===== config.mk =====
export PLATFORM = sky130hd
export DESIGN_NAME = stopwatch_with_lap_log_unit
export DESIGN_NICKNAME = d
export VERILOG_FILES = /design/src/rtl/swl_pkg.sv /design/src/rtl/swl_ctrl.sv /design/src/rtl/swl_dp.sv /design/src/rtl/stopwatch_with_lap_log_unit.sv
export SDC_FILE = /design/constraint.sdc
export NUM_CORES = 1
export LEC_CHECK = 0
export ABC_AREA = 1
export BUFFER_PORTS_ARGS = -buffer_cell sky130_fd_sc_hd__buf_2
export CELL_PAD_IN_SITES_DETAIL_PLACEMENT = 1
export CELL_PAD_IN_SITES_GLOBAL_PLACEMENT = 2
export CORE_MARGIN = 3
export CORE_UTILIZATION = 42
export CTS_CLUSTER_SIZE = 40
export DETAILED_ROUTE_END_ITERATION = 16
export PLACE_DENSITY_LB_ADDON = 0.1
export SETUP_SLACK_MARGIN = 0.3
export SYNTH_ARGS = -nofsm -noshare
export SYNTH_HDL_FRONTEND = slang
export SYNTH_SLANG_ARGS = --single-unit

===== constraint.sdc =====
create_clock -name i_clk -period 13.1 [get_ports i_clk]
set_clock_uncertainty 0.2 [all_clocks]
set_input_delay 1.31 -clock i_clk [delete_from_list [all_inputs] [get_ports i_clk]]
set_output_delay 1.31 -clock i_clk [all_outputs]
set_load 0.1 [all_outputs]

===== src/rtl/swl_pkg.sv =====
package swl_pkg;

    localparam int LAP_SLOTS = 16;

    localparam int REQ_W   = 3;
    localparam int IDX_W   = 4;
    localparam int TIME_W  = 32;
    localparam int LAPS_W  = 5;
    localparam int PTR_W   = (LAP_SLOTS > 1) ? $clog2(LAP_SLOTS) : 1;
    localparam int CNT_W   = $clog2(LAP_SLOTS + 1);
    localparam int SUM_W   = ((CNT_W > IDX_W) ? CNT_W : IDX_W) + 1;
    localparam int ENTRY_W = 2 * TIME_W;

    localparam int IN_W  = 8;
    localparam int OUT_W = 104;

    typedef enum logic [REQ_W-1:0] {
        REQ_TICK   = 3'd0,
        REQ_START  = 3'd1,
        REQ_PAUSE  = 3'd2,
        REQ_RESUME = 3'd3,
        REQ_RESET  = 3'd4,
        REQ_LAP    = 3'd5,
        REQ_READ   = 3'd6
    } t_req;

    typedef enum logic [1:0] {
        ST_IDLE = 2'b01,
        ST_READ = 2'b10
    } t_state;

    typedef struct packed {
        logic exec;     // apply the accepted request
        logic load_rd;  // load the result from the lap store read
    } t_dp_cmd;

    typedef struct packed {
        logic req_is_read;
    } t_dp_sts;

endpackage


===== src/rtl/swl_ctrl.sv =====
module swl_ctrl
    import swl_pkg::*;
(
    input  logic    i_clk,
    input  logic    i_rst_n,
    input  logic    s_axis_tvalid,
    output logic    s_axis_tready,
    output logic    m_axis_tvalid,
    input  logic    m_axis_tready,
    input  t_dp_sts i_sts,
    output t_dp_cmd o_cmd
);

    t_state r_state, n_state;
    logic   r_out_valid, n_out_valid;
    logic   w_accept;

    assign s_axis_tready = (r_state == ST_IDLE) && (!r_out_valid || m_axis_tready);
    assign w_accept      = s_axis_tvalid && s_axis_tready;
    assign m_axis_tvalid = r_out_valid;

    always_comb begin
        n_state      = r_state;
        n_out_valid  = r_out_valid && !m_axis_tready;
        o_cmd.exec   = 1'b0;
        o_cmd.load_rd = 1'b0;
        case (r_state)
            ST_IDLE: begin
                if (w_accept) begin
                    o_cmd.exec = 1'b1;
                    if (i_sts.req_is_read) begin
                        n_state = ST_READ;
                    end else begin
                        n_out_valid = 1'b1;
                    end
                end
            end
            ST_READ: begin
                // store data is registered now; output slot is empty here
                o_cmd.load_rd = 1'b1;
                n_out_valid   = 1'b1;
                n_state       = ST_IDLE;
            end
            default: begin
                n_state = ST_IDLE;
            end
        endcase
    end

    always_ff @(posedge i_clk) begin
        if (!i_rst_n) begin
            r_state     <= ST_IDLE;
            r_out_valid <= 1'b0;
        end else begin
            r_state     <= n_state;
            r_out_valid <= n_out_valid;
        end
    end

endmodule


===== src/rtl/swl_dp.sv =====
module swl_dp
    import swl_pkg::*;
(
    input  logic             i_clk,
    input  logic             i_rst_n,
    input  logic [IN_W-1:0]  i_tdata,
    input  t_dp_cmd          i_cmd,
    output t_dp_sts          o_sts,
    output logic [OUT_W-1:0] o_tdata
);

    t_req              w_req;
    logic [IDX_W-1:0]  w_idx;

    logic              r_run, n_run;
    logic              r_pause, n_pause;
    logic [TIME_W-1:0] r_elapsed, n_elapsed;
    logic [TIME_W-1:0] r_prev, n_prev;
    logic [CNT_W-1:0]  r_count, n_count;
    logic [PTR_W-1:0]  r_head, n_head;

    logic               w_wr_en;
    logic [PTR_W-1:0]   w_wr_addr;
    logic [TIME_W-1:0]  w_split;
    logic [SUM_W-1:0]   w_tail_sum, w_tail_wrap;
    logic [SUM_W-1:0]   w_rd_sum, w_rd_wrap;
    logic [PTR_W-1:0]   w_head_inc;
    logic               w_full;
    logic               w_rd_ok;

    logic [ENTRY_W-1:0] r_mem [LAP_SLOTS];
    logic [ENTRY_W-1:0] r_rd_data;
    logic               r_rd_ok;

    logic [TIME_W-1:0]  r_o_elapsed;
    logic               r_o_run;
    logic               r_o_pause;
    logic [LAPS_W-1:0]  r_o_laps;
    logic [TIME_W-1:0]  r_o_total;
    logic [TIME_W-1:0]  r_o_split;

    logic [CNT_W+LAPS_W-1:0] w_laps_ext;
    logic [CNT_W+LAPS_W-1:0] w_laps_cur;

    assign w_req = t_req'(i_tdata[REQ_W-1:0]);
    assign w_idx = i_tdata[REQ_W+IDX_W-1:REQ_W];
    assign o_sts.req_is_read = (w_req == REQ_READ);

    assign w_full     = (r_count == CNT_W'(LAP_SLOTS));
    assign w_head_inc = (r_head == PTR_W'(LAP_SLOTS - 1)) ? '0 : r_head + 1'b1;
    assign w_split    = r_elapsed - r_prev;

    // ring positions: sums stay below twice the slot count where they matter
    assign w_tail_sum  = SUM_W'(r_head) + SUM_W'(r_count);
    assign w_tail_wrap = (w_tail_sum >= SUM_W'(LAP_SLOTS)) ?
                         w_tail_sum - SUM_W'(LAP_SLOTS) : w_tail_sum;
    assign w_rd_sum    = SUM_W'(r_head) + SUM_W'(w_idx);
    assign w_rd_wrap   = (w_rd_sum >= SUM_W'(LAP_SLOTS)) ?
                         w_rd_sum - SUM_W'(LAP_SLOTS) : w_rd_sum;
    assign w_rd_ok     = (SUM_W'(w_idx) < SUM_W'(r_count));

    always_comb begin
        n_run     = r_run;
        n_pause   = r_pause;
        n_elapsed = r_elapsed;
        n_prev    = r_prev;
        n_count   = r_count;
        n_head    = r_head;
        w_wr_en   = 1'b0;
        w_wr_addr = w_tail_wrap[PTR_W-1:0];
        case (w_req)
            REQ_TICK: begin
                if (r_run && !r_pause) begin
                    n_elapsed = r_elapsed + 1'b1;
                end
            end
            REQ_START, REQ_RESET: begin
                n_run     = (w_req == REQ_START);
                n_pause   = 1'b0;
                n_elapsed = '0;
                n_prev    = '0;
                n_count   = '0;
                n_head    = '0;
            end
            REQ_PAUSE: begin
                if (r_run && !r_pause) begin
                    n_pause = 1'b1;
                end
            end
            REQ_RESUME: begin
                if (r_run && r_pause) begin
                    n_pause = 1'b0;
                end
            end
            REQ_LAP: begin
                if (r_run) begin
                    w_wr_en = 1'b1;
                    n_prev  = r_elapsed;
                    if (w_full) begin
                        // overwrite the oldest slot and advance past it
                        w_wr_addr = r_head;
                        n_head    = w_head_inc;
                    end else begin
                        n_count = r_count + 1'b1;
                    end
                end
            end
            default: begin
            end
        endcase
    end

    assign w_laps_ext = {{LAPS_W{1'b0}}, n_count};
    assign w_laps_cur = {{LAPS_W{1'b0}}, r_count};

    always_ff @(posedge i_clk) begin
        if (!i_rst_n) begin
            r_run     <= 1'b0;
            r_pause   <= 1'b0;
            r_elapsed <= '0;
            r_prev    <= '0;
            r_count   <= '0;
            r_head    <= '0;
        end else if (i_cmd.exec) begin
            r_run     <= n_run;
            r_pause   <= n_pause;
            r_elapsed <= n_elapsed;
            r_prev    <= n_prev;
            r_count   <= n_count;
            r_head    <= n_head;
        end
    end

    always_ff @(posedge i_clk) begin
        if (i_cmd.exec && w_wr_en) begin
            r_mem[w_wr_addr] <= {w_split, r_elapsed};
        end
        if (i_cmd.exec && o_sts.req_is_read) begin
            r_rd_data <= r_mem[w_rd_wrap[PTR_W-1:0]];
            r_rd_ok   <= w_rd_ok;
        end
    end

    always_ff @(posedge i_clk) begin
        if (i_cmd.exec && !o_sts.req_is_read) begin
            r_o_elapsed <= n_run ? n_elapsed : '0;
            r_o_run     <= n_run;
            r_o_pause   <= n_pause;
            r_o_laps    <= w_laps_ext[LAPS_W-1:0];
            r_o_total   <= '0;
            r_o_split   <= '0;
        end else if (i_cmd.load_rd) begin
            r_o_elapsed <= r_run ? r_elapsed : '0;
            r_o_run     <= r_run;
            r_o_pause   <= r_pause;
            r_o_laps    <= w_laps_cur[LAPS_W-1:0];
            r_o_total   <= r_rd_ok ? r_rd_data[TIME_W-1:0] : '0;
            r_o_split   <= r_rd_ok ? r_rd_data[ENTRY_W-1:TIME_W] : '0;
        end
    end

    assign o_tdata = {1'b0, r_o_split, r_o_total, r_o_laps, r_o_pause, r_o_run, r_o_elapsed};

endmodule


===== src/rtl/stopwatch_with_lap_log_unit.sv =====
// Millisecond stopwatch with a ring log of the most recent laps.
// Input stream (s_axis): one beat per request: tick, start, pause, resume,
// reset, lap or lap read. Output stream (m_axis): one result beat per
// request, showing the watch state after that request.
// The result of an accepted beat is valid in the cycle after it for all requests
// but lap read, which passes first through the registered lap store read port.
// Throughput: one request per cycle if the receiver keeps up; none while a
// lap read waits on the lap store: one write port, one registered read port.
// The log is a ring in the store: a lap when full overwrites the oldest
// slot, so no entry moves.
// Reset (i_rst_n low at a clock edge) stops the watch, zeroes the count
// and empties the log; the store contents are not cleared.
// A stalled receiver holds the result beat; a new request is taken in the
// cycle that result is drained, and none while it waits.
module stopwatch_with_lap_log_unit
    import swl_pkg::*;
(
    input  logic             i_clk,
    input  logic             i_rst_n,
    input  logic             s_axis_tvalid,
    output logic             s_axis_tready,
    // [2:0] req_type, [6:3] lap_index, [7] zero
    input  logic [IN_W-1:0]  s_axis_tdata,
    output logic             m_axis_tvalid,
    input  logic             m_axis_tready,
    // [31:0] elapsed_ms, [32] is_running, [33] is_paused, [38:34] laps_stored,
    // [70:39] lap_total_ms, [102:71] lap_split_ms, [103] zero
    output logic [OUT_W-1:0] m_axis_tdata
);

    t_dp_cmd w_cmd;
    t_dp_sts w_sts;

    swl_ctrl u_ctrl (
        .i_clk         (i_clk),
        .i_rst_n       (i_rst_n),
        .s_axis_tvalid (s_axis_tvalid),
        .s_axis_tready (s_axis_tready),
        .m_axis_tvalid (m_axis_tvalid),
        .m_axis_tready (m_axis_tready),
        .i_sts         (w_sts),
        .o_cmd         (w_cmd)
    );

    swl_dp u_dp (
        .i_clk   (i_clk),
        .i_rst_n (i_rst_n),
        .i_tdata (s_axis_tdata),
        .i_cmd   (w_cmd),
        .o_sts   (w_sts),
        .o_tdata (m_axis_tdata)
    );

endmodule

==> flow_summary_export.csv <==
group,metric,value,unit
detailed_routing,drt_iter0_drc,2378,
global_route,antenna_found_initial,4,
timing,hold_violations,0,
power,power_leakage,22.0,nW
logic_synthesis,syn_inst,4330,
power,power_frac_comb,14.1,%
logic_synthesis,syn_avg_cell_area,12.3,um^2
logic_synthesis,syn_nets,4391,
outcome,status,"completed",
timing,post-route-period-util,39.3,%
flow_run,maxCapViolations,0,
critical_path,worst_path_max_delay_cell,"nor2_4",
floorplan,die-area,0.131,mm^2
final_layout,final_common_cell,"edfxtp_1",
place,portBuffers,115,
clocking,cts_tree,"built",
global_route,grt_first_pass_wirelength,226,mm
timing,finalSetupTns,0,ns
detailed_routing,vias,34100,
critical_path,r2r-start,"u_ctrl.r_state[1]",
detailed_routing,ant_nets,0,
logic_synthesis,synth_edf_count,1128,
floorplan,core,0.126,mm^2
logic_synthesis,ys_async_sr_fraction,0,%
detailed_routing,routed_wl,152,mm
clocking,cts_max_level,4,
global_route,grt_pass1_vias,35200,
critical_path,crit_arrival,5.33,ns
final_layout,mostFrequentLayoutCells,"edfxtp_1, inv_1, nand2_1",
critical_path,cpMostUsedCell,"buf_4",
clocking,post_cts_resized,0,
power,power_frac_seq,47.0,%
global_route,grt_usage,23.2,%
clocking,clockBufferDepth,3,
critical_path,critPathBufInv,6,
logic_synthesis,synth_top_cell_by_area,"edfxtp_1",
critical_path,required,13.29,ns
place,place_hpwl,84.8,mm
place,place_congestion,0.863,
critical_path,path_cells,"buf_2, inv_2, nand2_2, nor2_4, buf_4, inv_2, nor3_1, nand3_1, nor2_4, buf_4, buf_4",
global_route,overflow,0,
logic_synthesis,synthFlopType,"edfxtp_1",
timing,worst-slew-pin-transition,1.34,ns
hold_path,hold_path_class,"reg -> reg",
floorplan,io_pins,118,
detailed_routing,wire_per_inst,24.6,um
clocking,cts_setup_buffers,0,
timing,slew_viol_final,0,
critical_path,crit_family,"buffers and inverters",
critical_path,cp_max_fo,39,
logic_synthesis,ys_warn_count,0,
critical_path,startpoint_type,"primary input",
detailed_routing,firstDrtPassIters,5,
clocking,cts.sinks,1270,
timing,grt_setup_unrepaired,"no",
floorplan,fp.dieW,362,um
critical_path,critPathCaptureType,"flip-flop",
final_layout,layout-drive-gt1-share,10.1,%
clocking,root_buffer,"clkbuf_16",
hold_path,min_path_cells,2,
final_layout,utilization,47.9,%
critical_path,cpPeakStageDelay,0.74,ns
hold_path,hold_start,"u_dp.r_o_total[23]",
final_layout,regArea,0.0367,mm^2
logic_synthesis,synth-seq-cells,1270,
logic_synthesis,seq_area_frac_synth,68.9,%
global_route,grt_start_max_net_pins,186,
logic_synthesis,synth.distinct_cells,47,
timing,setup_viol,0,
power,p_switching,2.69,mW
timing,slew_headroom,10.0,%
power,power,9.95,mW
final_layout,area_delta_synth_final,13.1,%
hold_path,min_to,"u_dp.r_o_total[23]",
floorplan,die_y,362,um
logic_synthesis,synthTopCellsByArea,"edfxtp_1, dfxtp_1, mux2i_1, o211ai_1, a21oi_1",
power,p_clk_share,38.9,%
logic_synthesis,synth_top_area_share,63.6,%
power,swShare,27.0,%
logic_synthesis,netlist_area,0.0533,mm^2
clocking,numCtsBuffers,141,
floorplan,start_util,42.4,%
detailed_routing,drc,0,
critical_path,path_class,"in -> reg",
final_layout,multi_input_comb_area,0.0137,mm^2
final_layout,fill_cells,12900,
clocking,clkLatencyLatePin,0.78,ns
clocking,cts.reportedPaths.clkPinSlew,0.06,ns
detailed_routing,viasPerCell,5.50,
timing,fmax,0.194,GHz
power,internal-power,7.26,mW
power,ir_worst_vdd,0.138,mV
timing,fin_crit,5.14,ns
clocking,holdBufCountCts,0,
final_layout,nets,4492,
power,p_per_area,165,mW/mm^2
critical_path,rr_endpoint,"u_dp.r_mem[1][33]",
critical_path,reg2reg_depth,11,
floorplan,rows,130,
critical_path,r2r_slack,8.37,ns
[cell usage after synthesis, types with 46 or more instances]
master	instances
nor2_1	97
a21oi_1	384
o21ai_1	101
dfxtp_1	142
edfxtp_1	1128
clkbuf_1	153
mux2i_1	256
nand3_1	244
ha_1	46
o211ai_1	258
o21ai_0	380
nand2_1	414
inv_1	495
[worst max-delay path by stage]
stage	start	to	slack (ns)	depth (start not counted)
6_report	s_axis_tdata[1]	u_dp.r_mem[1][33]	7.96	11
5_1_grt	s_axis_tdata[1]	u_dp.r_mem[1][39]	7.78	11
4_1_cts	s_axis_tdata[1]	u_dp.r_mem[1][32]	7.99	11
3_5_place_dp	s_axis_tdata[1]	u_dp.r_mem[1][34]	7.16	11
3_3_place_gp	s_axis_tdata[1]	u_dp.r_mem[1][33]	7.25	11
2_1_floorplan	m_axis_tready	u_dp.r_mem[10][0]	6.76	6
[flip-flops by register name, summed over array words and instances (netlist names)]
signal,flops
u_dp.r_o_laps,5
u_dp.r_mem,1024
u_dp.r_o_split,32
u_dp.r_o_pause,1
u_dp.r_head,4
u_dp.r_count,5
u_dp.r_pause,1
u_dp.r_o_elapsed,32
u_ctrl.r_state,2
u_dp.r_rd_ok,1
u_dp.r_rd_data,64
u_dp.r_o_run,1
u_dp.r_o_total,32
u_dp.r_prev,32
u_ctrl.m_axis_tvalid,1
u_dp.r_elapsed,32
u_dp.r_run,1
[power by group through the flow]
stage	combinational (mW)	clock [mW]	sequential (mW)
finish	1.40	3.87	4.67
detailed placement	1.41	0	4.76
global placement	1.39	0	4.76
floorplan	0.833	0	4.83
global route	1.54	4.13	4.67
CTS	1.41	3.96	4.67
[stage by stage]
stage	hold WS, ns	area, um^2	setup WS (ns)	cells
after floorplan	0.243	53300	6.76	4330
after global placement	0.241	55700	7.25	5938
after detailed placement	0.244	55700	7.16	5938
after CTS	0.253	60200	7.99	6198
after global routing	0.274	60200	7.78	6198
final	0.248	60200	7.96	6199
[metal layers]
layer	GRT usage [%]	up-vias	routed length, um
met5	0	-	0
met4	6.92	0	3910
met3	3.17	215	6620
met2	39.3	730	73700
met1	31.1	17300	68300
li1	-	15800	-
[cells by family after synthesis]
family          count (synthesis)  synth area share [%]
compound gates               1153                  12.2
xor+xnor                       34                 0.559
fa+ha+maj                      49                  1.19
buf+inv                       755                  5.72
flops                        1270                  68.9
mux                           256                  4.81
other cells                     1               0.00704
simple gates                  812                  6.57
[cell type report]
class / instances / area share (%)
antenna: 1 / 0.00416
clock buffer: 193 / 6.37
clock inverter: 67 / 1.11
inverter: 508 / 3.20
multi-input combinational: 2305 / 22.8
sequential: 1270 / 61.0
tap: 1650 / 3.43
timing repair buffer: 205 / 2.16
[tightest hold or removal path: stages, from the launching register on]
cell and delay, ns:
dfxtp_1 0.30, inv_1 0.04, o21ai_1 0.05
Power figures use the tool's default switching activity.
